--- src/sv/pbd_pkg.sv ---
// ----------------------------------------------------------------------------
// pbd_pkg
// Shared types and codes of the distance constraint solver: command and status
// codes, the vertex entry layout and the sequencer states.
// ----------------------------------------------------------------------------
`default_nettype none

package pbd_pkg;

  // Command codes carried by one input beat.
  typedef enum logic [1:0] {
    CMD_WRITE = 2'd0,
    CMD_APPLY = 2'd1,
    CMD_READ  = 2'd2
  } cmd_e;

  // Status codes carried by one result beat.
  localparam logic [1:0] STATUS_DONE   = 2'd0;
  localparam logic [1:0] STATUS_SHORT  = 2'd1;
  localparam logic [1:0] STATUS_PINNED = 2'd2;
  localparam logic [1:0] STATUS_SAT    = 2'd3;

  // Reset value of the stiffness register (one in Q1.16).
  localparam logic [16:0] STIFF_ONE = 17'h10000;

  // One entry of the vertex memory.
  typedef struct packed {
    logic        pinned;
    logic [31:0] inv_mass;
    logic [31:0] z;
    logic [31:0] y;
    logic [31:0] x;
  } vertex_t;

  // Sequencer states.
  typedef enum logic [4:0] {
    ST_IDLE,
    ST_READ_WAIT,
    ST_LOAD0,
    ST_LOAD1,
    ST_SQUARE,
    ST_ACCUM,
    ST_SQRT_GO,
    ST_SQRT_WAIT,
    ST_CHECK,
    ST_DIR_WAIT,
    ST_CORR_MUL,
    ST_CORR_SCALE,
    ST_CORR_STORE,
    ST_RATIO0_WAIT,
    ST_RATIO1_WAIT,
    ST_UPD_MUL,
    ST_UPD_ADD,
    ST_WB0,
    ST_WB1,
    ST_FINISH
  } fsm_state_e;

endpackage

`default_nettype wire

--- src/sv/pbd_sqrt.sv ---
// ----------------------------------------------------------------------------
// pbd_sqrt
// Digit-by-digit integer square root of a 66-bit radicand to a 33-bit root,
// one root bit per cycle.
// ----------------------------------------------------------------------------
`default_nettype none

module pbd_sqrt (
  input  wire          clk_i,
  input  wire          rst_ni,
  input  wire          start_i,
  input  wire  [65:0]  rad_i,
  output logic         done_o,
  output logic [32:0]  root_o
);
  import pbd_pkg::*;

  logic [65:0] rad_q;
  logic [35:0] rem_q;
  logic [32:0] root_q;
  logic [5:0]  cnt_q;
  logic        busy_q;
  logic        done_q;
  logic [35:0] rem_t;
  logic [35:0] trial;
  logic        fits;

  // Bring down the next bit pair and try the next root bit.
  always_comb begin
    rem_t = {rem_q[33:0], rad_q[65:64]};
    trial = {1'b0, root_q, 2'b01};
    fits  = rem_t >= trial;
  end

  // Control: busy flag, step counter and completion pulse.
  always_ff @(posedge clk_i or negedge rst_ni) begin
    if (!rst_ni) begin
      busy_q <= 1'b0;
      done_q <= 1'b0;
      cnt_q  <= '0;
    end else begin
      done_q <= 1'b0;
      if (start_i) begin
        busy_q <= 1'b1;
        cnt_q  <= 6'd33;
      end else if (busy_q) begin
        cnt_q <= cnt_q - 6'd1;
        if (cnt_q == 6'd1) begin
          busy_q <= 1'b0;
          done_q <= 1'b1;
        end
      end
    end
  end

  // Datapath.
  always_ff @(posedge clk_i) begin
    if (start_i) begin
      rad_q  <= rad_i;
      rem_q  <= '0;
      root_q <= '0;
    end else if (busy_q) begin
      rad_q  <= {rad_q[63:0], 2'b00};
      rem_q  <= fits ? (rem_t - trial) : rem_t;
      root_q <= {root_q[31:0], fits};
    end
  end

  assign done_o = done_q;
  assign root_o = root_q;

endmodule

`default_nettype wire

--- config.mk ---
export PLATFORM = sky130hd
export DESIGN_NAME = pbd_sqrt
export DESIGN_NICKNAME = d
export VERILOG_FILES = /design/src/sv/pbd_pkg.sv /design/src/sv/pbd_sqrt.sv
export SDC_FILE = /design/constraint.sdc
export NUM_CORES = 1
export LEC_CHECK = 0
export BUFFER_PORTS_ARGS = -buffer_cell sky130_fd_sc_hd__buf_4
export CAP_MARGIN = 20
export CORE_MARGIN = 8
export CORE_UTILIZATION = 35
export DETAILED_ROUTE_END_ITERATION = 8
export PLACE_DENSITY = 0.55
export SYNTH_ARGS = -nofsm -noshare
export SYNTH_HDL_FRONTEND = slang
export SYNTH_SLANG_ARGS = --single-unit
--- constraint.sdc ---
create_clock -name clk_i -period 5.2 [get_ports clk_i]
set_clock_uncertainty 0.05 [all_clocks]
set_input_delay 0.78 -clock clk_i [delete_from_list [all_inputs] [get_ports clk_i]]
set_output_delay 0.78 -clock clk_i [all_outputs]
set_load 0.02 [all_outputs]
==> impl_metrics.py <==
metrics = {
    "status": {
        "status": "finished, final reports clean",
    },
    "grt": {
        "met3_usage_pct": 6.68,
        "grt.overflow.total": 0,
        "grt_pass1_vias": 5976,
        "use_met2_pct": 22.3,
        "track_usage_pct": 14.0,
        "antenna_found_initial": 0,
        "busiest_layer": "met2",
        "grt.met1_usage_pct": 16.9,
        "grt_pass1_wl_um": 30700,
        "grt_max_degree": 74,
    },
    "synth": {
        "synth_top_area_share_pct": 25.5,
        "postSynthNetCount": 870,
        "ys.flop_type": "dfxtp_1",
        "syn-instance-count": 764,
        "synth-warning-count": 0,
        "async_flop_share_pct": 5.67,
        "syn-cell-area_sq_um": 7770,
        "yosysTopAreaCell": "edfxtp_1",
        "ys_top_cells_by_area": "edfxtp_1 25%, dfxtp_1 17%, mux2_2 9.3%",
        "ys_types": 64,
        "yosysSeqAreaShare_pct": 45.3,
        "avgSynthCellArea_sq_um": 10.2,
        "synth_edf_count": 66,
        "postSynthRegisterBits": 141,
    },
    "clock_network": {
        "cts_max_level": 4,
        "cts_tree": "built",
        "insertion_delay_ns": 0.42,
        "cts_setup_buffers": 0,
        "cts_buffers": 17,
        "clock-sinks": 141,
        "path_clk_slew_ns": 0.07,
        "clk_path_buf_depth": 2,
        "holdBufCountCts": 0,
        "clk_root_buffer_cell": "clkbuf_16",
        "ctsResizeCount": 0,
    },
    "placement": {
        "port-buffer-count": 102,
        "gp_congestion": 0.815,
        "hpwl_um": 12600,
        "place_area_sq_um": 8760,
        "placedCellCount": 1108,
    },
    "final_layout": {
        "antenna_cells": 0,
        "fin_util_pct": 42.9,
        "nFillCells": 2139,
        "area_delta_synth_final_pct": 20.4,
        "drive_gt1_share_pct": 25.5,
        "nNetsFinal": 953,
        "final_area_sq_um": 9360,
        "finalNonFillerCells": 1140,
    },
    "die": {
        "core_sq_um": 21800,
        "initial_utilization_pct": 35.6,
        "rows": 54,
        "die_h_um": 165,
        "top_level_ports": 103,
        "fp.dieArea_sq_um": 27200,
        "die_w_um": 165,
    },
    "timing": {
        "worst_pin_slew_ns": 0.991,
        "clock.fmax_mhz": 267,
        "setup_viol": 0,
        "period_share_pct": 71.9,
        "relSlewSlack_pct": 33.9,
        "hold_ws_ns": 0.109,
        "setup-tns-final_ns": 0,
        "finalHoldViolations": 0,
        "rsz0062_at_grt": "no",
        "slew_violations": 0,
        "period_needed_ns": 3.74,
    },
    "worst_setup_path": {
        "rrSetupSlack_ns": 1.46,
        "crit_type": "reg2reg",
        "critPathRequiredTime_ns": 5.48,
        "r2r_cells": 13,
        "worstSetupStartpointType": "register",
        "worstSetupStartpoint": "root_o[0]",
        "arrival_ns": 4.02,
        "cp-endpoint": "rem_q[29]",
        "r2r-start": "root_o[0]",
        "end_kind": "register",
        "worstPathMaxFanout": 20,
        "reg2reg_to": "rem_q[29]",
    },
    "pwr": {
        "p_leak_nw": 3.94,
        "ir_drop_mv": 0.244,
        "power_per_cell_area_nw_per_um2": 577,
    },
    "route": {
        "drt_iter0_drc": 368,
        "drt_wl_total_um": 18300,
        "viasPerCell": 5.18,
        "vias": 5905,
        "drc": 0,
        "antenna_left": 0,
        "wire_per_inst_um": 16.1,
        "drt_pre_antenna_iters": 5,
    },
    "run": {
        "max-cap-violations": 0,
    },
    "hold_path": {
        "min_path_type": "in2async",
    },
}
==> final cells by class <==
class | instances | area [sq um] | share of cell area, %
Inverter | 46 | 173 | 1.84
Clock inverter | 15 | 173 | 1.84
Sequential cell | 141 | 3530 | 37.7
Timing Repair Buffer | 108 | 811 | 8.66
Tap cell | 280 | 350 | 3.74
Multi-Input combinational cell | 533 | 3900 | 41.7
Clock buffer | 17 | 425 | 4.54
==> layout by cell type (no fill, tap or decap), types with 5 or more instances in the layout <==
master and n:
inv_6 5, nand2_1 20, dfrtp_1 7, nand3_1 40, mux2i_1 32, o21ai_0 46
clkbuf_16 17, o21bai_1 7, nor2b_1 5, xnor2_1 21, xor2_1 12, buf_4 108
edfxtp_1 66, ha_1 37, a311oi_1 32, and2_1 7, dfxtp_1 67, a21oi_1 34
a21o_1 11, nor3_1 7, nor2_1 93, mux2_2 64, inv_1 45
==> metal layers <==
layer  routed length [um]  share of wire [%]
met5                    0                  0
met4                  119               0.65
met3                 1540                8.4
met2                 8520                 46
met1                 8150                 44
==> report_power, final <==
part / switching, mW / internal, mW / total [mW]
combinational: 1.43 / 1.10 / 2.53
clock: 0.535 / 0.724 / 1.26
sequential: 0.168 / 1.44 / 1.60
total: 2.14 / 3.26 / 5.40
==> registers in the layout, indices dropped and copies added (netlist names) <==
signal,cells
busy_q,1
rad_q,66
done_o,1
root_o,33
rem_q,34
cnt_q,6
==> kinds of logic after synthesis <==
family	count (synthesis)	share of synthesized area [%]
buf+inv	90	4.64
compound gates	168	14.9
mux	96	13.4
fa+ha+maj	37	5.96
xor+xnor	33	3.72
simple gates	199	12.1
flops	141	45.3
==> Yosys cell counts (all sizes together), types with 3 or more instances <==
cell    instances
and3            3
xor2           12
a31oi           4
nor2           94
nand2b          3
and2            7
dfrtp           8
a21oi          34
inv            46
nand2          20
nand3          40
nor2b           6
mux2           64
o21a            3
edfxtp         66
o21ai          48
mux2i          32
ha             37
clkbuf         33
nand4           5
a211oi          5
o211ai          4
a211o           3
o21bai          7
a311oi         32
xnor2          21
buf            11
dfxtp          67
a21o           11
nor3            8
==> worst max-delay path: stages, from the launching register on <==
cell	delay [ns]
dfxtp_1	0.38
inv_1	0.06
ha_1	0.35
nor2b_4	0.16
o31a_4	0.28
nor2_2	0.16
o211ai_4	0.14
a21boi_2	0.20
a211oi_2	0.11
nor3_2	0.30
a221o_1	0.66
buf_4	0.38
nand3_1	0.13
a311oi_1	0.27
==> stage by stage <==
stage,total power [mW],setup slack (ns)
after detailed placement,4.17,1.44
after CTS,5.45,1.42
after floorplan,3.61,1.87
final,5.40,1.46
after global placement,4.17,1.56
after global routing,5.82,1.17
==> worst min path at each step <==
stage	depth (start not counted)	from	slack, ns	end
after floorplan	2	rem_q[32]	0.41	rem_q[32]
after global placement	2	rem_q[32]	0.44	rem_q[32]
after detailed placement	2	rem_q[32]	0.45	rem_q[32]
after CTS	1	rst_ni	0.09	cnt_q[5]
after global routing	1	rst_ni	0.09	cnt_q[5]
final	1	rst_ni	0.11	cnt_q[5]
(Power assumes the default switching activity.)
