<file path="config.mk">
export PLATFORM = sky130hd
export DESIGN_NAME = pbd_div
export DESIGN_NICKNAME = d
export VERILOG_FILES = /design/src/sv/pbd_pkg.sv /design/src/sv/pbd_div.sv
export SDC_FILE = /design/constraint.sdc
export NUM_CORES = 1
export LEC_CHECK = 0
export BUFFER_PORTS_ARGS = -buffer_cell sky130_fd_sc_hd__buf_2
export CAP_MARGIN = 10
export CORE_MARGIN = 1
export CORE_UTILIZATION = 60
export CTS_CLUSTER_SIZE = 24
export DETAILED_ROUTE_END_ITERATION = 12
export PLACE_DENSITY = 0.91
export SETUP_SLACK_MARGIN = 0.02
export SLEW_MARGIN = 20
export SYNTH_ARGS = -nofsm -noshare
export SYNTH_HDL_FRONTEND = slang
export SYNTH_SLANG_ARGS = --single-unit
</file>
<file path="constraint.sdc">
create_clock -name clk_i -period 10.01 [get_ports clk_i]
set_clock_uncertainty 0.2 [all_clocks]
set_input_delay 2.002 -clock clk_i [delete_from_list [all_inputs] [get_ports clk_i]]
set_output_delay 2.002 -clock clk_i [all_outputs]
set_load 0.01 [all_outputs]
</file>
<file path="src/sv/pbd_pkg.sv">
// ----------------------------------------------------------------------------
// pbd_pkg
// Shared types and codes of the distance constraint solver: command and status
// codes, the vertex entry layout and the sequencer states.
// ----------------------------------------------------------------------------
`default_nettype none

package pbd_pkg;

  // Command codes carried by one input beat.
  typedef enum logic [1:0] {
    CMD_WRITE = 2'd0,
    CMD_APPLY = 2'd1,
    CMD_READ  = 2'd2
  } cmd_e;

  // Status codes carried by one result beat.
  localparam logic [1:0] STATUS_DONE   = 2'd0;
  localparam logic [1:0] STATUS_SHORT  = 2'd1;
  localparam logic [1:0] STATUS_PINNED = 2'd2;
  localparam logic [1:0] STATUS_SAT    = 2'd3;

  // Reset value of the stiffness register (one in Q1.16).
  localparam logic [16:0] STIFF_ONE = 17'h10000;

  // One entry of the vertex memory.
  typedef struct packed {
    logic        pinned;
    logic [31:0] inv_mass;
    logic [31:0] z;
    logic [31:0] y;
    logic [31:0] x;
  } vertex_t;

  // Sequencer states.
  typedef enum logic [4:0] {
    ST_IDLE,
    ST_READ_WAIT,
    ST_LOAD0,
    ST_LOAD1,
    ST_SQUARE,
    ST_ACCUM,
    ST_SQRT_GO,
    ST_SQRT_WAIT,
    ST_CHECK,
    ST_DIR_WAIT,
    ST_CORR_MUL,
    ST_CORR_SCALE,
    ST_CORR_STORE,
    ST_RATIO0_WAIT,
    ST_RATIO1_WAIT,
    ST_UPD_MUL,
    ST_UPD_ADD,
    ST_WB0,
    ST_WB1,
    ST_FINISH
  } fsm_state_e;

endpackage

`default_nettype wire

</file>
<file path="src/sv/pbd_div.sv">
// ----------------------------------------------------------------------------
// pbd_div
// Restoring divider for (num << FRAC_BITS) / den with num not above den.
// Produces one quotient bit per cycle, FRAC_BITS + 1 bits in all.
// ----------------------------------------------------------------------------
`default_nettype none

module pbd_div #(
  parameter int unsigned FRAC_BITS = 16
) (
  input  wire                 clk_i,
  input  wire                 rst_ni,
  input  wire                 start_i,
  input  wire  [32:0]         num_i,
  input  wire  [32:0]         den_i,
  output logic                done_o,
  output logic [FRAC_BITS:0]  quot_o
);
  import pbd_pkg::*;

  localparam int unsigned CW = $clog2(FRAC_BITS + 2);
  localparam logic [CW-1:0] Steps = CW'(FRAC_BITS + 1);

  logic [32:0]        rem_q;
  logic [32:0]        den_q;
  logic               bit_q;
  logic [FRAC_BITS:0] quot_q;
  logic [CW-1:0]      cnt_q;
  logic               busy_q;
  logic               done_q;
  logic [33:0]        trial;
  logic               fits;

  // Trial subtraction of one step.
  always_comb begin
    trial = {rem_q, bit_q};
    fits  = trial >= {1'b0, den_q};
  end

  // Control: busy flag, step counter and completion pulse.
  always_ff @(posedge clk_i or negedge rst_ni) begin
    if (!rst_ni) begin
      busy_q <= 1'b0;
      done_q <= 1'b0;
      cnt_q  <= '0;
    end else begin
      done_q <= 1'b0;
      if (start_i) begin
        busy_q <= 1'b1;
        cnt_q  <= Steps;
      end else if (busy_q) begin
        cnt_q <= cnt_q - CW'(1);
        if (cnt_q == CW'(1)) begin
          busy_q <= 1'b0;
          done_q <= 1'b1;
        end
      end
    end
  end

  // Datapath: the high part of the numerator starts as the remainder.
  always_ff @(posedge clk_i) begin
    if (start_i) begin
      rem_q  <= num_i >> 1;
      bit_q  <= num_i[0];
      den_q  <= den_i;
      quot_q <= '0;
    end else if (busy_q) begin
      rem_q  <= fits ? 33'(trial - {1'b0, den_q}) : trial[32:0];
      bit_q  <= 1'b0;
      quot_q <= {quot_q[FRAC_BITS-1:0], fits};
    end
  end

  assign done_o = done_q;
  assign quot_o = quot_q;

endmodule

`default_nettype wire

</file>
==> results by group, run 1 <==
Route
  • Top sig layer: met4
  • Routed Antenna Nets: 0
  • Met2 wire length: roughly 6.8 mm
  • First drt pass iteration count: 5
  • Drt total wl: 14.0 mm
  • DRC violation total after the first TritonRoute iteration: 439
  • DRC viols: 0
  • Met3 wire len: between 1 and 1.5 mm
  • M1 wire length: 5.87 mm
  • WL/cell: 17.5 um
  • Via count: 4987
  • Post-DR vias/cell: about 6.2

Pwr
  • Net Sw Frac: 0.458
  • Pwr Density: a little over 300 mW/mm2
  • Seq pwr share: 0.299
  • Sw Pwr: slightly above 900 uW
  • VDD IR max: ~0.17 mV
  • Logic pwr share: 0.586
  • Lkg Pwr: roughly 0.0029 uW
  • Clk pwr share: 0.115
  • Internal power: 1070 uW

Logic synthesis
  • Post-synth EDFFs: 66
  • Synthesized area: ~0.0058 mm2
  • Async set-reset flop share out of synthesis: 0.0769
  • Sequential area share after synthesis: 0.437
  • Yosys warning count: 0
  • Synth top area share: 0.344
  • Cells after Synth: 595
  • Synth top area cells: edfxtp_1 34%, ha_1 7.6%, dfxtp_1 6.3%, nor2_1 3.7%, dfrtp_1 3.0%
  • Leading area contributor after synthesis: edfxtp_1
  • Predominant post-synthesis flop cell: edfxtp_1
  • Synth Register Bits: slightly above 90
  • Avg Inst Size Synth: about 9.7 um2
  • Post-Syn Nets: 700
  • Yosys cell types: 70

Critical path
  • Arr. time, crit path: 4.05 ns
  • Reg2reg end: rem_q[0]
  • Crit end category: flip-flop
  • Critical Path Start: bit_q
  • RR Startpoint: bit_q
  • R2R cell count: 13
  • Worst setup path category: reg2reg
  • Max FO, Critical Path: 19
  • CP required: 9.92 ns
  • Crit start category: flip-flop
  • R2R Setup Slk: approximately 6 ns

Final layout
  • Layout cells sized above 1: 0.184
  • Reg area: 0.00252 mm2
  • Area Growth Syn to Fin: 11.7%
  • ANT cells: 0
  • Post-layout nets: around 770
  • Post-layout util: 0.693
  • Fill cells: roughly 720
  • Multi-input gate area in the final layout: 0.00293 mm2

Clocking
  • Clk sinks: 91
  • Clk root buf: clkbuf_8
  • Maximum level of the CTS H-tree: 3
  • Clk slew on worst S/H paths: ~0.10 ns
  • CTS tree: yes
  • Worst-Skew Late Latency: about 0.36 ns
  • CTS buffer count: 9
  • Post-cts sizing count: 0
  • Post-CTS Setup Bufs: 0
  • # hold bufs at CTS: 0
  • Clock Path Buffers: 2

Status
  • Run status: finished, final reports clean

Timing
  • Max-slew violations: 0
  • Final-report setup violation count: 0
  • RSZ-0062 raised after global routing: false
  • Max Clk Rate: around 240 MHz
  • Worst-margin pin slew: between 1 and 1.5 ns
  • Slew margin rel.: 0.216
  • Fin crit period: approximately 4.1 ns
  • Final Hold Viols: 0
  • Final Cycle Share: 0.413
  • TNS Setup: 0 ns

Global routing
  • Gr ovfl total: 0
  • Initial antenna violation count: 0
  • Global-route wire length before repair: between 20 and 25 mm
  • Largest net degree at the start of global routing: 53
  • Vias in the first global route: around 4900
  • GRT Total Usage: 0.286

Die
  • # rows: 35
  • Die Y: 99.9 um
  • I/O pin count: between 80 and 90
  • Die width: ~100 um
  • Core Region: a little over 0.009 mm2
  • Die Footprint: approximately 0.010 mm2
  • Initial Util: 0.620

Hold path
  • Worst hold-check path type: reg2reg
  • Worst Hold Depth: 2
  • Min-delay src: quot_o[16]
  • Endpoint, Worst Hold: quot_o[16]

Placement
  • Routability cong.: 0.896
  • Count of buffers from port buffering: 86
  • Final HPWL DP: between 10 and 15 mm

Flow run
  • Max cap viols: 0
worst max path at each step:
stage	endpoint	slack, ns	depth (start not counted)
after floorplan	bit_q	6.38	3
after global placement	rem_q[19]	5.78	5
after detailed placement	rem_q[17]	5.69	6
after CTS	rem_q[0]	5.92	13
after global routing	rem_q[0]	5.65	13
final	rem_q[0]	5.87	13
through the flow:
stage	cell area [um2]	hold WS, ns	power [uW]	cells	worst slack [ns]
4_1_cts	6430	0.306	1940	803	5.92
3_3_place_gp	6260	0.275	1680	787	5.78
5_1_grt	6430	0.348	2100	803	5.65
2_1_floorplan	5760	0.281	1470	595	6.38
6_report	6430	0.303	1970	803	5.87
3_5_place_dp	6260	0.281	1710	787	5.69
layout by cell type, fill, tap and decap left out, drive strengths merged, types with 6 or more instances in the layout:
| cell | Yosys | routed |
|---|---|---|
| nor3 | 10 | 10 |
| xor2 | 11 | 11 |
| nor2b | 6 | 6 |
| dfrtp | 7 | 7 |
| and2 | 6 | 6 |
| o21ai | 25 | 25 |
| o211ai | 23 | 23 |
| inv | 46 | 48 |
| nand2 | 46 | 46 |
| a31oi | 16 | 16 |
| a21oi | 33 | 33 |
| clkbuf | 16 | 10 |
| xnor2 | 18 | 18 |
| nor2 | 56 | 56 |
| buf | 13 | 92 |
| mux2i | 17 | 17 |
| edfxtp | 66 | 66 |
| and3 | 7 | 7 |
| ha | 35 | 35 |
| dfxtp | 18 | 18 |
| nor4 | 8 | 8 |
| a211oi | 12 | 12 |
| a21o | 10 | 10 |
| nand3 | 22 | 22 |
| o31ai | 7 | 7 |
per-layer routing:
| layer | global-route usage | vias up |
|---|---|---|
| li1 | - | 2348 |
| met5 | 0 | - |
| met2 | 0.482 | 255 |
| met4 | 0.106 | 0 |
| met3 | 0.0585 | 37 |
| met1 | 0.364 | 2347 |
critical path, stage by stage (launching register included):
cell and delay [ns]:
edfxtp_1 0.37, inv_1 0.09, ha_1 0.16, inv_1 0.05, fa_1 0.39, a21o_1 0.21
a221oi_2 0.41, a211oi_2 0.20, o2111ai_4 0.26, a21oi_2 0.13, nor3_4 0.60, buf_4 0.38
nor3_1 0.08, o31a_1 0.33
cells in the mapped netlist (all sizes together), types with 3 or more instances:
cell and count:
a211oi 12, a21o 10, a21oi 33, a221o 3
a311o 3, a31oi 16, and2 6, and3 7
buf 13, clkbuf 16, dfrtp 7, dfxtp 18
edfxtp 66, ha 35, inv 46, mux2i 17
nand2 46, nand2b 5, nand3 22, nand4 4
nor2 56, nor2b 6, nor3 10, nor4 8
o2111ai 4, o211ai 23, o21a 4, o21ai 25
o21bai 5, o311ai 3, o31ai 7, or3 3
xnor2 18, xor2 11
cell families (layout without fill, tap and decap cells):
group / count (synthesis) / count (layout) / share of synthesized area
xor+xnor: 29 / 29 / 0.0441
fa+ha+maj: 36 / 36 / 0.0796
simple gates: 183 / 183 / 0.154
buf+inv: 76 / 155 / 0.0539
compound gates: 163 / 163 / 0.201
flops: 91 / 91 / 0.437
mux: 17 / 17 / 0.0296
layout make-up:
class | instances | share of cell area
multi-input cells | 428 | 0.456
flip-flops and latches | 91 | 0.392
repair buffers | 92 | 0.0739
inverters | 47 | 0.0274
well taps | 129 | 0.0251
clock buffers | 10 | 0.0198
clock inverters | 6 | 0.00584
registers in the layout, indices dropped and copies added, names as in the netlist:
signal	flops
cnt_q	5
busy_q	1
den_q	33
done_o	1
bit_q	1
rem_q	33
quot_o	17
power by group through the flow:
stage / registers [uW] / clock network [uW] / logic, uW
final: 591 / 226 / 1160
after global routing: 601 / 242 / 1250
after CTS: 589 / 228 / 1130
after detailed placement: 596 / 0 / 1120
after global placement: 593 / 0 / 1080
after floorplan: 575 / 0 / 896
No activity file was read; power rests on OpenSTA's default activity.
==> run 2, diff against run 1 <==
--- a/config.mk
+++ b/config.mk
@@ -5,13 +5,14 @@
 export SDC_FILE = /design/constraint.sdc
 export NUM_CORES = 1
 export LEC_CHECK = 0
+export ABC_AREA = 1
 export BUFFER_PORTS_ARGS = -buffer_cell sky130_fd_sc_hd__buf_2
 export CAP_MARGIN = 10
 export CORE_MARGIN = 1
-export CORE_UTILIZATION = 60
+export CORE_UTILIZATION = 53
 export CTS_CLUSTER_SIZE = 24
 export DETAILED_ROUTE_END_ITERATION = 12
-export PLACE_DENSITY = 0.91
+export PLACE_DENSITY = 0.85
 export SETUP_SLACK_MARGIN = 0.02
 export SLEW_MARGIN = 20
 export SYNTH_ARGS = -nofsm -noshare
==> constraint.sdc (replaced) <==
create_clock -name clk_i -period 3.4 [get_ports clk_i]
set_clock_uncertainty 0.2 [all_clocks]
set_input_delay 0.68 -clock clk_i [delete_from_list [all_inputs] [get_ports clk_i]]
set_output_delay 0.68 -clock clk_i [all_outputs]
set_load 0.01 [all_outputs]
==> run 2 against run 1 <==
Against the previous run:
- first-iteration DRC count down 20%
- sequential power rose to 2.8 times the previous value
- die area up 29%
- largest cell class unchanged
- utilization down 7.2 points
- hold slack worse by 0.029 ns
- sequential share of layout area down 5.5 points
- cell count up 49%
==> results by group, run 2 <==
Clocking
  • Clock Path Buffers: 2
  • CTS tree: yes
  • CTS buffer count: 9
  • Maximum level of the CTS H-tree: 3
  • Clk sinks: a little over 90
  • Worst-Skew Late Latency: around 0.36 ns
  • Post-CTS Setup Bufs: 0
  • Post-cts sizing count: 0
  • Clk slew on worst S/H paths: ~0.08 ns
  • Clk root buf: clkbuf_16

Logic synthesis
  • Predominant post-synthesis flop cell: edfxtp_1
  • Synth top area cells: edfxtp_1 30%, nand2_1 21%, inv_1 10%, ha_1 6.7%, dfxtp_1 5.5%
  • Yosys warning count: 0
  • Synth top area share: 0.302
  • Commonest cells in the netlist: 365 x nand2_1, 179 x inv_1, 66 x edfxtp_1, 52 x nand3_1
  • Sequential area share after synthesis: 0.383
  • Synthesized area: between 0.006 and 0.007 mm2
  • Async set-reset flop share out of synthesis: 0.0769
  • Post-Syn Nets: about 1000
  • Leading area contributor after synthesis: edfxtp_1
  • Avg Inst Size Synth: about 7.0 um2
  • Synth Register Bits: 91
  • Yosys cell types: 35
  • Post-synth EDFFs: 66
  • Most frequent cell after synthesis: nand2_1
  • Cells after Synth: ~940

Critical path
  • R2R Setup Slk: 0.44 ns
  • CP required: about 3.3 ns
  • Arr. time, crit path: 2.88 ns
  • Worst setup path category: reg2reg
  • Crit start category: flip-flop
  • Max FO, Critical Path: 18
  • R2R cell count: 13
  • Crit end category: flip-flop

Timing
  • Slew margin rel.: 0.651
  • Max Clk Rate: roughly 340 MHz
  • Fin crit period: between 2 and 3 ns
  • Worst-margin pin slew: 0.524 ns
  • Final-report setup violation count: 0
  • Max-slew violations: 0
  • RSZ-0062 raised after global routing: false
  • TNS Setup: 0 ns
  • Final Hold Viols: 0
  • Final Cycle Share: 0.870

Final layout
  • Most frequent cells in the layout: 365 x nand2_1, 179 x inv_1, 86 x buf_2
  • Post-layout util: 0.620
  • Layout cells sized above 1: 0.130
  • Post-layout nets: 1127
  • ANT cells: 0
  • Area Growth Syn to Fin: 13.9%
  • Non-filler instance count after layout: ~1200
  • Commonest non-fill, non-tap cell in the layout: nand2_1

Die
  • Core Region: 0.0121 mm2
  • Die width: around 110 um
  • # rows: 40
  • I/O pin count: 87
  • Die Y: around 110 um
  • Die Footprint: 0.0128 mm2
  • Initial Util: 0.545

Status
  • Run status: finished, final reports clean

Route
  • Via count: just over 6000
  • DRC violation total after the first TritonRoute iteration: between 300 and 400
  • First drt pass iteration count: 5
  • Post-DR vias/cell: between 5 and 6
  • WL/cell: roughly 13 um
  • DRC viols: 0
  • Routed Antenna Nets: 0
  • Drt total wl: approximately 16 mm

Global routing
  • Vias in the first global route: ~5600
  • Gr ovfl total: 0
  • Largest net degree at the start of global routing: 50
  • Global-route wire length before repair: ~26 mm
  • Initial antenna violation count: 0
  • GRT Total Usage: 0.267

Hold path
  • Worst Hold Depth: 2
  • Worst hold-check path type: reg2reg

Pwr
  • Lkg Pwr: slightly above 0.004 uW
  • Pwr Density: between 800 and 900 mW/mm2
  • VDD IR max: a little under 0.4 mV

Placement
  • Cell total after placement: about 1200
  • Count of buffers from port buffering: 86
  • Routability cong.: roughly 0.94
  • Final HPWL DP: ~12 mm

Flow run
  • Max cap viols: 0
run 2: per-stage QoR:
step           worst slack, ns  instance area, um2  power, uW  hold slack (ns)
3_5_place_dp             0.471                7170       5150            0.258
4_1_cts                  0.437                7480       6220            0.279
5_1_grt                  0.249                7480       6790            0.277
2_1_floorplan            0.805                6570       4380            0.184
3_3_place_gp             0.515                7170       5090            0.252
6_report                 0.441                7480       6260            0.274
run 2: final cells by class:
| cell class | instances | area [um2] |
|---|---|---|
| Clock buffer | 9 | 225 |
| Clock inverter | 7 | 81.3 |
| Fill cell | 1081 | 4580 |
| Inverter | 187 | 702 |
| Multi-Input combinational cell | 640 | 3250 |
| Sequential cell | 91 | 2520 |
| Tap cell | 168 | 210 |
| Timing Repair Buffer | 93 | 498 |
run 2: logic make-up (layout without fill, tap and decap cells):
kind of cell / Yosys count / after routing / synth area share
xor+xnor: 15 / 15 / 0.0200
compound gates: 46 / 46 / 0.0388
simple gates: 543 / 543 / 0.366
flops: 91 / 91 / 0.383
buf+inv: 206 / 296 / 0.122
fa+ha+maj: 36 / 36 / 0.0697
run 2: layer usage:
layer | GRT usage | part of all wire | up-vias
li1 | - | - | 3089
met1 | 0.367 | 0.47 | 2715
met2 | 0.419 | 0.44 | 208
met3 | 0.0552 | 0.068 | 24
met4 | 0.0877 | 0.022 | 0
met5 | 0 | 0 | -
run 2: what timing repair did:
item,4_1_cts,5_1_grt
hold endpoints to repair,7,0
setup endpoints to repair,0,0
hold buffers,1,0
run 2: worst max-delay path: stages, from the launching register on:
cell	delay (ns)
edfxtp_1	0.42
inv_1	0.10
ha_1	0.14
inv_1	0.09
fa_1	0.45
nand3_1	0.13
nand3_2	0.16
nand2_1	0.14
nand2_2	0.08
nand3_4	0.19
buf_4	0.30
nand3b_1	0.14
nand3_1	0.12
nand2_1	0.05
run 2: final timing paths:
| check | start | to |
|---|---|---|
| min in group asynchronous | rst_ni | cnt_q[2] |
| max in group asynchronous | rst_ni | cnt_q[3] |
| min reg2reg | quot_o[16] | quot_o[16] |
| max reg2reg | bit_q | rem_q[17] |
| min | quot_o[16] | quot_o[16] |
| max | bit_q | rem_q[17] |
run 2: where the power goes:
| part | switching, uW | total (uW) | internal [uW] |
|---|---|---|---|
| Sequential | 148 | 1670 | 1520 |
| Combinational | 2290 | 3570 | 1270 |
| Clock | 503 | 1030 | 527 |
| Total | 2950 | 6260 | 3320 |
==> run 3, diff against run 2 <==
--- a/config.mk
+++ b/config.mk
@@ -12,6 +12,8 @@
 export CORE_UTILIZATION = 53
 export CTS_CLUSTER_SIZE = 24
 export DETAILED_ROUTE_END_ITERATION = 12
+export GPL_TIMING_DRIVEN = 0
+export HOLD_SLACK_MARGIN = 0.12
 export PLACE_DENSITY = 0.85
 export SETUP_SLACK_MARGIN = 0.02
 export SLEW_MARGIN = 20
==> run 3 against run 2 <==
Against the previous run:
- clock-buffer cell count is the same
- critical endpoint is now rem_q[0]
- wire length grew 1.4%
- clock power is essentially flat
- global-route usage grew 0.33 points
- first-iteration DRC count grew 7.7%
- via count shrank 0.98%
- fmax shrank 0.87%
- power grew 0.85%
==> results by group, run 3 (synthesis results as in run 2) <==
Hold path
  • Worst hold-check path type: reg2reg

Die
  • Die Footprint: ~0.013 mm2
  • Initial Util: 0.545
  • Core Region: ~0.012 mm2
  • Die width: between 100 and 150 um
  • I/O pin count: 87
  • Die Y: between 100 and 150 um
  • # rows: 40

Critical path
  • Crit end category: flip-flop
  • Arr. time, crit path: ~2.9 ns
  • Critical Path Start: start_i
  • CP endpoint: rem_q[0]
  • Buf/Inv on CP: 4
  • CP required: around 3.3 ns
  • R2R cell count: 13
  • Cell Chain, Critical Path: buf_2, clkbuf_1, clkinv_1, clkbuf_1, nand3_1, nand2_1
  • Critical path depth: 6
  • Worst path max stage delay: around 0.64 ns
  • Worst setup path category: in2reg
  • Worst path top cell family by delay: buffers and inverters
  • Max FO, Critical Path: 36
  • Most used cell, CP: clkbuf_1
  • Reg2reg end: rem_q[22]
  • Slowest CP cell: buf_2
  • RR Startpoint: bit_q
  • R2R Setup Slk: 0.48 ns
  • Crit start category: input port

Route
  • Routed Antenna Nets: 0
  • Post-DR vias/cell: 4.94
  • Drt total wl: between 15 and 20 mm
  • DRC violation total after the first TritonRoute iteration: ~380
  • First drt pass iteration count: 5
  • Via count: around 6000
  • WL/cell: roughly 13 um
  • DRC viols: 0

Global routing
  • Largest net degree at the start of global routing: 37
  • Global-route wire length before repair: 26.8 mm
  • GRT Total Usage: 0.270
  • Vias in the first global route: roughly 5700
  • Initial antenna violation count: 0
  • Gr ovfl total: 0

Placement
  • Count of buffers from port buffering: between 80 and 90
  • Final HPWL DP: between 10 and 15 mm
  • Routability cong.: roughly 0.93

Clocking
  • Maximum level of the CTS H-tree: 3
  • Clk sinks: between 90 and 100
  • Clk slew on worst S/H paths: roughly 0.070 ns
  • Clock Path Buffers: 2
  • CTS tree: yes
  • Worst-Skew Late Latency: 0.36 ns
  • Clk root buf: clkbuf_16
  • CTS buffer count: 9

Final layout
  • Fill cells: roughly 1100
  • Reg area: between 0.002 and 0.003 mm2
  • Multi-input gate area in the final layout: around 0.0032 mm2
  • Area Growth Syn to Fin: 14.9%
  • Post-layout nets: ~1100
  • ANT cells: 0
  • Commonest non-fill, non-tap cell in the layout: nand2_1
  • Most frequent cells in the layout: 365 x nand2_1, 179 x inv_1, 94 x buf_2
  • Post-layout util: 0.626
  • Layout cells sized above 1: 0.134

Flow run
  • Max cap viols: 0

Timing
  • Final Hold Viols: 0
  • Final Cycle Share: 0.878
  • Max-slew violations: 0
  • Final-report setup violation count: 0
  • RSZ-0062 raised after global routing: false
  • Slew margin rel.: 0.435
  • Max Clk Rate: around 340 MHz
  • Worst-margin pin slew: 0.847 ns
  • Fin crit period: 2.98 ns

Pwr
  • Total power: about 6300 uW
  • Pwr Density: roughly 840 mW/mm2
  • VDD IR max: between 0.5 and 0.6 mV
  • Lkg Pwr: just over 0.004 uW

Status
  • Run status: finished, final reports clean
run 3: how the worst min path moves through the flow:
| stage | from | slack, ns | cells after the start | end |
|---|---|---|---|---|
| after floorplan | rst_ni | 0.18 | 0 | busy_q |
| after global placement | quot_o[16] | 0.25 | 2 | quot_o[16] |
| after detailed placement | quot_o[16] | 0.24 | 2 | quot_o[16] |
| after CTS | den_i[28] | 0.28 | 1 | den_q[28] |
| after global routing | den_i[28] | 0.28 | 1 | den_q[28] |
| final | quot_o[16] | 0.26 | 2 | quot_o[16] |
run 3: cell type report:
type,instances,area share
Buffer,19,0.0138
Clock buffer,9,0.0298
Clock inverter,7,0.0101
Inverter,187,0.0930
Multi-Input combinational cell,640,0.430
Sequential cell,91,0.333
Tap cell,168,0.0278
Timing Repair Buffer,88,0.0620
run 3: worst reg2reg max path: stages, from the launching register on:
cell,delay (ns)
edfxtp_1,0.37
inv_1,0.14
ha_1,0.16
inv_1,0.09
fa_1,0.44
nand3_1,0.13
nand3_2,0.14
nand2_1,0.13
nand2_2,0.09
nand3_4,0.12
buf_2,0.27
nand3b_1,0.11
nand3_1,0.17
nand2_1,0.08
run 3: power breakdown:
part	leakage (uW)	total, uW	switching [uW]	internal [uW]
Sequential	0.000906	1660	145	1520
Combinational	0.00301	3630	2310	1320
Clock	0.000151	1020	495	526
run 3: stage by stage:
step                instance area, um2  instances  worst slack (ns)  hold slack, ns  setup TNS, ns
global placement                  7210       1191            -0.766           0.248         -31.30
global route                      7550       1209             0.252           0.282              0
detailed placement                7240       1192           0.00952           0.244              0
floorplan                         6570        937             0.805           0.184              0
finish                            7550       1209             0.415           0.263              0
CTS                               7550       1209             0.384           0.276              0
run 3: what timing repair did:
item | CTS | global route
setup buffers | 0 | 0
hold endpoints to repair | 7 | 0
resized for setup | 0 | 0
hold buffers | 1 | 0
run 3: metal layers:
metal,track usage,wire (um),vias up
met4,0.0947,337,0
met5,0,0,-
met3,0.0412,869,25
met1,0.370,7830,2664
li1,-,-,3120
met2,0.435,7230,168
